## src/rtl/core/bld_pkg.sv

```systemverilog
// Shared constants, codes and control types of the blinking LED shift driver.
package bld_pkg;

  localparam int MAX_LEDS   = 64;
  localparam int POS_W      = $clog2(MAX_LEDS);
  localparam int CNT_W      = 7;
  localparam int PERIOD_W   = 16;
  localparam int PHASE_W    = 3;
  localparam int MODE_W     = 4;
  localparam int OP_W       = 2;
  localparam int CFG_IDX_W  = 2;
  localparam int CFG_DATA_W = 16;

  // Operation codes of the input channel
  localparam logic [OP_W-1:0] OP_SET_ONE = 2'd0;
  localparam logic [OP_W-1:0] OP_SET_ALL = 2'd1;
  localparam logic [OP_W-1:0] OP_TICK    = 2'd2;

  // Configuration register indexes
  localparam logic [CFG_IDX_W-1:0] CFG_LED_COUNT    = 2'd0;
  localparam logic [CFG_IDX_W-1:0] CFG_BLINK_PERIOD = 2'd1;

  localparam logic [CNT_W-1:0]    RESET_COUNT  = 7'd64;
  localparam logic [PERIOD_W-1:0] RESET_PERIOD = 16'd150;
  localparam logic [CNT_W-1:0]    MAX_COUNT    = 7'(MAX_LEDS);

  // Commands from the controller to the datapath
  typedef struct packed {
    logic             tick;
    logic             set_all;
    logic             mode_ld;
    logic             rd_rmw;
    logic             rmw_chk;
    logic             sweep_wr;
    logic             rd_frame;
    logic             rd_last;
    logic [POS_W-1:0] addr;
  } cmd_t;

  // Status from the datapath to the controller
  typedef struct packed {
    logic [CNT_W-1:0] n;
    logic             emit;
    logic             can_issue;
    logic             rd_pend;
  } sts_t;

endpackage

```

## src/rtl/core/bld_in_if.sv

```systemverilog
// Input channel: operation, LED index and mode.
interface bld_in_if;
  logic                         valid;
  logic                         ready;
  logic [bld_pkg::OP_W-1:0]     operation;
  logic [bld_pkg::POS_W-1:0]    led_index;
  logic [bld_pkg::MODE_W-1:0]   led_mode;

  modport source (output valid, output operation, output led_index, output led_mode,
                  input ready);
  modport sink   (input valid, input operation, input led_index, input led_mode,
                  output ready);
endinterface

```

## src/rtl/core/bld_out_if.sv

```systemverilog
// Output channel: one serial bit of a frame per beat.
interface bld_out_if;
  logic                      valid;
  logic                      ready;
  logic                      serial_bit;
  logic [bld_pkg::POS_W-1:0] led_position;
  logic                      frame_last;

  modport source (output valid, output serial_bit, output led_position, output frame_last,
                  input ready);
  modport sink   (input valid, input serial_bit, input led_position, input frame_last,
                  output ready);
endinterface

```

## src/rtl/core/bld_cfg_if.sv

```systemverilog
// Configuration write channel: register index and write data.
interface bld_cfg_if;
  logic                           valid;
  logic                           ready;
  logic [bld_pkg::CFG_IDX_W-1:0]  reg_index;
  logic [bld_pkg::CFG_DATA_W-1:0] wdata;

  modport source (output valid, output reg_index, output wdata, input ready);
  modport sink   (input valid, input reg_index, input wdata, output ready);
endinterface

```

## src/rtl/core/bld_ram.sv

```systemverilog
// Generic single-port-address RAM with registered read.
module bld_ram #(
  parameter int WIDTH = 4,
  parameter int DEPTH = 64
) (
  input  logic                     clk,
  input  logic                     we,
  input  logic                     re,
  input  logic [$clog2(DEPTH)-1:0] addr,
  input  logic [WIDTH-1:0]         wdata,
  output logic [WIDTH-1:0]         rdata
);

  logic [WIDTH-1:0] mem [DEPTH];

  // Write and registered read
  always_ff @(posedge clk) begin
    if (we) begin
      mem[addr] <= wdata;
    end
    if (re) begin
      rdata <= mem[addr];
    end
  end

endmodule

```

## src/rtl/core/bld_dpath.sv

```systemverilog
// Datapath: mode store, blink timing, configuration and output register.
module bld_dpath (
  input  logic                         clk,
  input  logic                         rst,
  input  bld_pkg::cmd_t                cmd,
  output bld_pkg::sts_t                sts,
  input  logic [bld_pkg::MODE_W-1:0]   led_mode,
  bld_cfg_if.sink                      cfg_ch,
  bld_out_if.source                    out_ch
);

  logic [bld_pkg::CNT_W-1:0]    led_count;
  logic [bld_pkg::PERIOD_W-1:0] blink_period;
  logic [bld_pkg::PERIOD_W-1:0] ms_counter;
  logic [bld_pkg::PHASE_W-1:0]  blink_phase;
  logic                         update_pending;
  logic [bld_pkg::MODE_W-1:0]   mode_reg;
  logic [bld_pkg::MAX_LEDS-1:0] vld;
  logic                         vq;
  logic                         rd_pend;
  logic [bld_pkg::POS_W-1:0]    rd_pos;
  logic                         rd_last;
  logic [bld_pkg::MODE_W-1:0]   rdata;
  logic [bld_pkg::MODE_W-1:0]   rmode;
  logic [bld_pkg::PERIOD_W:0]   cnt_inc;
  logic                         wrap;
  logic                         ram_we;
  logic                         ram_re;
  logic                         load;
  logic                         out_valid;
  logic                         out_bit;
  logic [bld_pkg::POS_W-1:0]    out_pos;
  logic                         out_last;

  // Count saturated to the chain limit
  assign sts.n = (led_count > bld_pkg::MAX_COUNT) ? bld_pkg::MAX_COUNT : led_count;

  // Blink counter step
  assign cnt_inc  = {1'b0, ms_counter} + 17'd1;
  assign wrap     = cnt_inc >= {1'b0, blink_period};
  assign sts.emit = update_pending | wrap;

  // Mode read back; never-written entries read as off
  assign rmode  = vq ? rdata : '0;
  assign ram_we = cmd.sweep_wr | (cmd.rmw_chk & (rmode != mode_reg));
  assign ram_re = cmd.rd_rmw | cmd.rd_frame;

  bld_ram #(
    .WIDTH (bld_pkg::MODE_W),
    .DEPTH (bld_pkg::MAX_LEDS)
  ) u_mode_ram (
    .clk   (clk),
    .we    (ram_we),
    .re    (ram_re),
    .addr  (cmd.addr),
    .wdata (mode_reg),
    .rdata (rdata)
  );

  // Frame read data moves into the output register when it is free
  assign load          = rd_pend & (~out_valid | out_ch.ready);
  assign sts.can_issue = ~rd_pend | load;
  assign sts.rd_pend   = rd_pend;

  assign cfg_ch.ready        = 1'b1;
  assign out_ch.valid        = out_valid;
  assign out_ch.serial_bit   = out_bit;
  assign out_ch.led_position = out_pos;
  assign out_ch.frame_last   = out_last;

  // Control state
  always_ff @(posedge clk) begin
    if (rst) begin
      led_count      <= bld_pkg::RESET_COUNT;
      blink_period   <= bld_pkg::RESET_PERIOD;
      ms_counter     <= '0;
      blink_phase    <= '0;
      update_pending <= 1'b1;
      vld            <= '0;
      rd_pend        <= 1'b0;
      out_valid      <= 1'b0;
    end else begin
      if (cfg_ch.valid) begin
        unique case (cfg_ch.reg_index)
          bld_pkg::CFG_LED_COUNT:    led_count    <= cfg_ch.wdata[bld_pkg::CNT_W-1:0];
          bld_pkg::CFG_BLINK_PERIOD: blink_period <= cfg_ch.wdata;
          default: ;
        endcase
      end
      if (cmd.tick) begin
        ms_counter     <= wrap ? '0 : cnt_inc[bld_pkg::PERIOD_W-1:0];
        blink_phase    <= blink_phase + bld_pkg::PHASE_W'(wrap);
        update_pending <= 1'b0;
      end else if (cmd.set_all || ram_we) begin
        update_pending <= 1'b1;
      end
      if (ram_we) begin
        vld[cmd.addr] <= 1'b1;
      end
      if (cmd.rd_frame) begin
        rd_pend <= 1'b1;
      end else if (load) begin
        rd_pend <= 1'b0;
      end
      if (load) begin
        out_valid <= 1'b1;
      end else if (out_ch.ready) begin
        out_valid <= 1'b0;
      end
    end
  end

  // Payload registers
  always_ff @(posedge clk) begin
    if (cmd.mode_ld) begin
      mode_reg <= led_mode;
    end
    if (ram_re) begin
      vq <= vld[cmd.addr];
    end
    if (cmd.rd_frame) begin
      rd_pos  <= cmd.addr;
      rd_last <= cmd.rd_last;
    end
    if (load) begin
      out_bit  <= |(rmode & {1'b1, blink_phase});
      out_pos  <= rd_pos;
      out_last <= rd_last;
    end
  end

endmodule

```

## src/rtl/core/bld_ctrl.sv

```systemverilog
// Controller: accepts items and sequences store updates and frame reads.
module bld_ctrl (
  input  logic                       clk,
  input  logic                       rst,
  input  logic                       in_valid,
  output logic                       in_ready,
  input  logic [bld_pkg::OP_W-1:0]   operation,
  input  logic [bld_pkg::POS_W-1:0]  led_index,
  output bld_pkg::cmd_t              cmd,
  input  bld_pkg::sts_t              sts
);

  localparam logic [2:0] ST_IDLE  = 3'd0;
  localparam logic [2:0] ST_RMW   = 3'd1;
  localparam logic [2:0] ST_SWEEP = 3'd2;
  localparam logic [2:0] ST_FRAME = 3'd3;
  localparam logic [2:0] ST_DRAIN = 3'd4;

  logic [2:0]                state;
  logic [2:0]                state_next;
  logic [bld_pkg::POS_W-1:0] pos;
  logic [bld_pkg::POS_W-1:0] pos_next;
  logic [bld_pkg::CNT_W-1:0] nm1;

  assign nm1 = sts.n - 7'd1;

  // Next state and commands
  always_comb begin
    state_next = state;
    pos_next   = pos;
    in_ready   = 1'b0;
    cmd        = '0;
    cmd.addr   = pos;
    unique case (state)
      ST_IDLE: begin
        in_ready = 1'b1;
        cmd.addr = led_index;
        if (in_valid) begin
          unique case (operation)
            bld_pkg::OP_SET_ONE: begin
              if ({1'b0, led_index} < sts.n) begin
                cmd.rd_rmw  = 1'b1;
                cmd.mode_ld = 1'b1;
                pos_next    = led_index;
                state_next  = ST_RMW;
              end
            end
            bld_pkg::OP_SET_ALL: begin
              cmd.mode_ld = 1'b1;
              cmd.set_all = 1'b1;
              if (sts.n != '0) begin
                pos_next   = '0;
                state_next = ST_SWEEP;
              end
            end
            bld_pkg::OP_TICK: begin
              cmd.tick = 1'b1;
              if (sts.emit && sts.n != '0) begin
                pos_next   = nm1[bld_pkg::POS_W-1:0];
                state_next = ST_FRAME;
              end
            end
            default: ;
          endcase
        end
      end
      ST_RMW: begin
        cmd.rmw_chk = 1'b1;
        state_next  = ST_IDLE;
      end
      ST_SWEEP: begin
        cmd.sweep_wr = 1'b1;
        if ({1'b0, pos} == nm1) begin
          state_next = ST_IDLE;
        end else begin
          pos_next = pos + 6'd1;
        end
      end
      ST_FRAME: begin
        if (sts.can_issue) begin
          cmd.rd_frame = 1'b1;
          cmd.rd_last  = (pos == '0);
          if (pos == '0) begin
            state_next = ST_DRAIN;
          end else begin
            pos_next = pos - 6'd1;
          end
        end
      end
      ST_DRAIN: begin
        if (!sts.rd_pend) begin
          state_next = ST_IDLE;
        end
      end
      default: state_next = ST_IDLE;
    endcase
  end

  // State registers
  always_ff @(posedge clk) begin
    if (rst) begin
      state <= ST_IDLE;
      pos   <= '0;
    end else begin
      state <= state_next;
      pos   <= pos_next;
    end
  end

endmodule

```

## src/rtl/core/blinking_led_shift_driver_top.sv

```systemverilog
// Top level of the blinking LED shift driver.
//
//  channel  | dir | beat payload                           | accepted when
//  ---------+-----+----------------------------------------+-----------------
//  in_ch    | in  | operation, led_index, led_mode         | valid & ready
//  out_ch   | out | serial_bit, led_position, frame_last   | valid & ready
//  cfg_ch   | in  | reg_index, wdata                       | valid & ready
//
// Set one LED reads the old mode, then writes the new one if it changed.
// Set all writes every LED up to the count, one store write per cycle.
// A tick that sends a frame reads one bit per cycle while the output does not stall,
// through the single mode RAM port.
// Reset is synchronous; all modes read as off through per-LED valid bits and
// the first frame is pending. Configuration is always ready.
module blinking_led_shift_driver_top (
  input  logic      clk,
  input  logic      rst,
  bld_in_if.sink    in_ch,
  bld_out_if.source out_ch,
  bld_cfg_if.sink   cfg_ch
);

  bld_pkg::cmd_t cmd;
  bld_pkg::sts_t sts;

  bld_ctrl u_ctrl (
    .clk       (clk),
    .rst       (rst),
    .in_valid  (in_ch.valid),
    .in_ready  (in_ch.ready),
    .operation (in_ch.operation),
    .led_index (in_ch.led_index),
    .cmd       (cmd),
    .sts       (sts)
  );

  bld_dpath u_dpath (
    .clk      (clk),
    .rst      (rst),
    .cmd      (cmd),
    .sts      (sts),
    .led_mode (in_ch.led_mode),
    .cfg_ch   (cfg_ch),
    .out_ch   (out_ch)
  );

  // Input is taken only with no frame read outstanding
  a_idle_no_read: assert property (@(posedge clk) disable iff (rst)
    in_ch.ready |-> !sts.rd_pend)
    else $error("input ready while a frame read is outstanding");

  // Frame reads are issued only when the read slot is free
  a_issue_free: assert property (@(posedge clk) disable iff (rst)
    cmd.rd_frame |-> sts.can_issue)
    else $error("frame read issued over a pending read");

  // Store writes and frame reads never share a cycle
  a_no_wr_rd: assert property (@(posedge clk) disable iff (rst)
    !(cmd.sweep_wr && cmd.rd_frame))
    else $error("store write and frame read in the same cycle");

endmodule
```

## src/flat_wrapper.sv

```systemverilog
// flat-port wrapper written by rule: the top's interface ports become plain ports
module blinking_led_shift_driver_top_flat 
  (clk, rst, in_ch_valid, in_ch_operation, in_ch_led_index, in_ch_led_mode, in_ch_ready, out_ch_valid, out_ch_serial_bit, out_ch_led_position, out_ch_frame_last, out_ch_ready, cfg_ch_valid, cfg_ch_reg_index, cfg_ch_wdata, cfg_ch_ready);
  bld_in_if in_ch_i ();
  bld_out_if out_ch_i ();
  bld_cfg_if cfg_ch_i ();
  input  logic clk;
  input  logic rst;
  input wire logic [$bits(in_ch_i.valid)-1:0] in_ch_valid;
  input wire logic [$bits(in_ch_i.operation)-1:0] in_ch_operation;
  input wire logic [$bits(in_ch_i.led_index)-1:0] in_ch_led_index;
  input wire logic [$bits(in_ch_i.led_mode)-1:0] in_ch_led_mode;
  output wire logic [$bits(in_ch_i.ready)-1:0] in_ch_ready;
  output wire logic [$bits(out_ch_i.valid)-1:0] out_ch_valid;
  output wire logic [$bits(out_ch_i.serial_bit)-1:0] out_ch_serial_bit;
  output wire logic [$bits(out_ch_i.led_position)-1:0] out_ch_led_position;
  output wire logic [$bits(out_ch_i.frame_last)-1:0] out_ch_frame_last;
  input wire logic [$bits(out_ch_i.ready)-1:0] out_ch_ready;
  input wire logic [$bits(cfg_ch_i.valid)-1:0] cfg_ch_valid;
  input wire logic [$bits(cfg_ch_i.reg_index)-1:0] cfg_ch_reg_index;
  input wire logic [$bits(cfg_ch_i.wdata)-1:0] cfg_ch_wdata;
  output wire logic [$bits(cfg_ch_i.ready)-1:0] cfg_ch_ready;
  assign in_ch_i.valid = in_ch_valid;
  assign in_ch_i.operation = in_ch_operation;
  assign in_ch_i.led_index = in_ch_led_index;
  assign in_ch_i.led_mode = in_ch_led_mode;
  assign in_ch_ready = in_ch_i.ready;
  assign out_ch_valid = out_ch_i.valid;
  assign out_ch_serial_bit = out_ch_i.serial_bit;
  assign out_ch_led_position = out_ch_i.led_position;
  assign out_ch_frame_last = out_ch_i.frame_last;
  assign out_ch_i.ready = out_ch_ready;
  assign cfg_ch_i.valid = cfg_ch_valid;
  assign cfg_ch_i.reg_index = cfg_ch_reg_index;
  assign cfg_ch_i.wdata = cfg_ch_wdata;
  assign cfg_ch_ready = cfg_ch_i.ready;
  blinking_led_shift_driver_top u_core (.clk(clk), .rst(rst), .in_ch(in_ch_i), .out_ch(out_ch_i), .cfg_ch(cfg_ch_i));
endmodule
```

## config.mk

```make
export PLATFORM = sky130hd
export DESIGN_NAME = blinking_led_shift_driver_top_flat
export DESIGN_NICKNAME = d
export VERILOG_FILES = /design/src/rtl/core/bld_pkg.sv /design/src/rtl/core/bld_in_if.sv /design/src/rtl/core/bld_out_if.sv /design/src/rtl/core/bld_cfg_if.sv /design/src/rtl/core/bld_ram.sv /design/src/rtl/core/bld_dpath.sv /design/src/rtl/core/bld_ctrl.sv /design/src/rtl/core/blinking_led_shift_driver_top.sv /design/src/flat_wrapper.sv
export SDC_FILE = /design/constraint.sdc
export NUM_CORES = 1
export LEC_CHECK = 0
export ABC_CLOCK_PERIOD_IN_PS = 4200
export BUFFER_PORTS_ARGS = -buffer_cell sky130_fd_sc_hd__buf_2
export CAP_MARGIN = 5
export CORE_ASPECT_RATIO = 0.5
export CORE_UTILIZATION = 55
export CTS_BUF_LIST = sky130_fd_sc_hd__clkbuf_8 sky130_fd_sc_hd__clkbuf_16
export DETAILED_ROUTE_END_ITERATION = 6
export GPL_TIMING_DRIVEN = 0
export HOLD_SLACK_MARGIN = 0.06
export PLACE_DENSITY = 0.82
export SYNTH_ARGS = -nofsm -noshare
export SYNTH_HDL_FRONTEND = slang
export SYNTH_SLANG_ARGS = --single-unit
```

## constraint.sdc

```tcl
create_clock -name clk -period 4.2 [get_ports clk]
set_input_delay 0 -clock clk [delete_from_list [all_inputs] [get_ports clk]]
set_output_delay 0 -clock clk [all_outputs]
set_load 0.1 [all_outputs]
```

==> key figures <==
Synth
  – Synth cell types: 73
  – Synth Instances: around 1,400
  – Mapped Area: 0.0170 mm²
  – Post-Syn Nets: about 1,500
  – Yosys Warn Count: 0
  – Synth area leader: edfxtp_1
  – Post-synthesis sequential area ratio: 0.632
  – Flops & latches, synth: slightly below 400
  – Largest cells by area after synthesis: edfxtp_1, dfxtp_1, a22oi_1, nor2_1, ha_1
  – Synth Area per Inst: 11.9 µm²
  – Ys flop type: edfxtp_1
  – Async SR Flop Fraction: 0
  – Yosys top cell area share: 0.493
  – Post-synth EDFFs: 280

Clock tree
  – Clock transition at path regs: 0.06 ns
  – Clock root buffer: clkbuf_16
  – TritonCTS Buffers: 36
  – Post-CTS setup buffers: 0
  – H-tree Lvls: 2
  – Clk buf depth: 3
  – Clock sink count: a little under 400
  – Skew-Pair Late Insertion Delay: 0.55 ns
  – CTS tree: yes

STA
  – Clock skew: between 0.02 and 0.025 ns
  – Tmin final: 4.14 ns
  – Max-slew headroom: 0.125
  – Final worst slack: roughly 0.064 ns
  – Max Slew Vio Count: 0
  – Fin crit share: 0.985
  – RSZ-0062 raised after global routing: true
  – Final Hold Fails: 0
  – Max Freq: 242 MHz
  – Final setup violation count: 0
  – Worst-Margin Slew: 1.28 ns

Power
  – Pwr dens: 549 mW/mm²
  – Peak supply drop: between 200 and 300 µV
  – Total power: 10,700 µW
  – Sw power: 3710 µW
  – Net Sw Frac: 0.347
  – Seq pwr share: 0.421
  – Pint: ~7000 µW
  – Comb power frac: 0.282
  – Clk pwr share: 0.298
  – Lkg Pwr: 0.00674 µW

Critical path
  – Most frequent CP cell: buf_2
  – Critical Path Source Type: register
  – CP Cell Sequence: buf_6 -> or3_1 -> buf_6 -> mux2i_1 -> and2_1 -> buf_2 -> buf_2 -> nand2_1 -> buf_2 -> nor2_1
  – CP delay by family, top: buffers and inverters
  – CP max FO: 10
  – Required @ worst endpoint: between 4 and 5 ns
  – Crit path kind: reg2reg
  – WP data arrival: 4.32 ns
  – Critical path's slowest cell: mux2i_1
  – Critical Path Max Stage Delay: 0.95 ns
  – Element type at the critical path end: register
  – CP Depth: 10
  – CP bufs+invs: 5
  – R2R depth: 10

Detailed routing
  – DRC: 1
  – DR vias/cell: just under 7
  – DR iter-0 viols: 2,012
  – First-pass DRT Iterations: 7
  – Final wirelength: slightly above 50,000 µm
  – Routed length per placed instance: around 26 µm
  – DRT antenna net count: 0
  – DR vias: 13,300

Finish
  – Most common cell after layout, fill and taps aside: edfxtp_1
  – Commonest cells after routing, fill and taps aside: edfxtp_1, a22oi_1, nor2_1
  – Max FFs per register: 256
  – Most flops, register: u_core.u_dpath.u_mode_ram.mem
  – Multi-input logic area: 0.00547 mm²
  – Register Area: 0.0108 mm²
  – Fraction of layout instances using a drive strength above 1: 0.111
  – Biggest regs: u_core.u_dpath.u_mode_ram.mem: 256 flops, u_core.u_dpath.vld: 64 flops
  – FILL cells: 2,103
  – Area Growth Syn to Fin: 14.1%
  – Final Net Count: 1,625

Die
  – Die Height: 126 µm
  – I/O pin cnt: 46
  – Core area: 0.0304 mm²
  – # rows: 45
  – Initial core utilization: 0.561
  – Die W: 251 µm
  – Die ar.: 0.0317 mm²

Flow run
  – Max_cap viols: 0

Placed design
  – GP Congestion: 0.973
  – Detailed placement HPWL: 33,300 µm
  – PortBufs: between 40 and 50
  – DP Worst Slack: 0.0645 ns

Global route
  – Initial antenna violation count: 1
  – Total grt overflow: 0
  – Largest net degree at the start of global routing: 31
  – Number of global-route vias before repair: 12,700
  – Gr usage total: 0.316
  – First-pass GRT wire length: 75,100 µm

Worst hold path
  – WHS Path Cells: 5
  – Hold Crit Class: in2reg

Run status
  – Violated checks: DRC
  – Run status: finished with violations
[power groups by stage]
| stage | Clock, µW | Sequential, µW | Combinational [µW] |
|---|---|---|---|
| floorplan | 0 | 4580 | 1660 |
| global placement | 0 | 4630 | 2600 |
| detailed placement | 0 | 4570 | 2760 |
| CTS | 3170 | 4490 | 2820 |
| global route | 3310 | 4500 | 3060 |
| finish | 3180 | 4490 | 3010 |
[worst reg2reg max path, delay by kind of cell, from the launching register on]
family | cells | cell delay [ns]
buf+inv | 5 | 1.34
flops | 1 | 0.31
mux | 1 | 0.95
simple gates | 4 | 1.20
[worst paths after layout]
kind	slack [ns]	start	to
worst max register to register	0.06	u_core.u_ctrl.state[0]$_SDFFE_PP0P_	u_core.u_dpath.u_mode_ram.mem[14][1]$_DFFE_PP_
worst min register to register	0.43	u_core.u_dpath.rd_last$_SDFFCE_PN0P_	u_core.u_dpath.out_ch.frame_last$_DFFE_PP_
worst min-delay path	0.14	cfg_ch_reg_index[0]	u_core.u_dpath.led_count[2]$_SDFFE_PP0P_
worst max-delay path	0.06	u_core.u_ctrl.state[0]$_SDFFE_PP0P_	u_core.u_dpath.u_mode_ram.mem[14][1]$_DFFE_PP_
[layer usage]
| layer | up-vias | routed length, µm | part of all wire | GRT usage |
|---|---|---|---|---|
| li1 | 5663 | - | - | - |
| met5 | - | 0 | 0 | 0 |
| met1 | 6343 | 18700 | 0.37 | 0.409 |
| met3 | 231 | 6920 | 0.14 | 0.0880 |
| met4 | 0 | 2660 | 0.052 | 0.144 |
| met2 | 1095 | 22400 | 0.44 | 0.500 |
[synth_stat cells, drive strengths merged, types with 4 or more instances]
cell type    n
a21o         5
a211o        5
mux2i       14
or3          4
a211oi       5
a31oi       44
xor2         9
inv         80
edfxtp     280
nor4         6
a21oi       59
xnor2       18
ha          34
and3        54
o21ai       21
nor2b        8
o22ai       42
dfxtp      118
mux2         4
a31o         5
a2111oi     16
o21bai       4
buf         51
a41oi       11
or4          8
a22oi      125
nand2      104
nand3       33
nand4       16
nor3         6
or2          5
clkbuf      49
o31ai        5
nand2b      10
and2        13
nor2       119
[cells by family (layout without fill, tap and decap cells)]
kind of cell | after synthesis | in the layout | share of synthesized area
XOR/XNOR | 27 | 27 | 0.0139
buffers and inverters | 181 | 326 | 0.0487
multiplexers | 18 | 18 | 0.0116
adder cells (fa/ha/maj) | 35 | 35 | 0.0261
AO/OA/AOI/OAI | 375 | 375 | 0.154
AND/OR/NAND/NOR | 398 | 398 | 0.113
flip-flops | 398 | 398 | 0.632
other | 1 | 2 | 0.000220
[stage by stage]
stage | hold WS [ns] | utilization | TNS, ns | instances | instance area [µm²]
finish | 0.140 | 0.640 | 0 | 1978 | 19400
global route | 0.145 | 0.640 | -0.00148 | 1977 | 19400
CTS | 0.111 | 0.639 | 0 | 1978 | 19400
detailed placement | 0.178 | 0.592 | 0 | 1884 | 18000
global placement | 0.180 | 0.584 | -142.06 | 1875 | 17800
floorplan | 0.0989 | - | 0 | 1433 | 17000
[cell type report]
| class | instances | area share |
|---|---|---|
| inverters | 81 | 0.0160 |
| diodes | 1 | 0.000129 |
| repair buffers | 85 | 0.0401 |
| multi-input cells | 854 | 0.281 |
| clock inverters | 25 | 0.0104 |
| clock buffers | 36 | 0.0463 |
| flip-flops and latches | 398 | 0.554 |
| plain buffers | 99 | 0.0265 |
| well taps | 399 | 0.0257 |
[repair_timing]
item | 4_1_cts | 5_1_grt
hold buffers | 33 | 0
gates resized for setup | 0 | 6
endpoints found under the setup margin | 0 | 80
endpoints found under the hold margin | 44 | 0
Power figures use the tool's default switching activity.
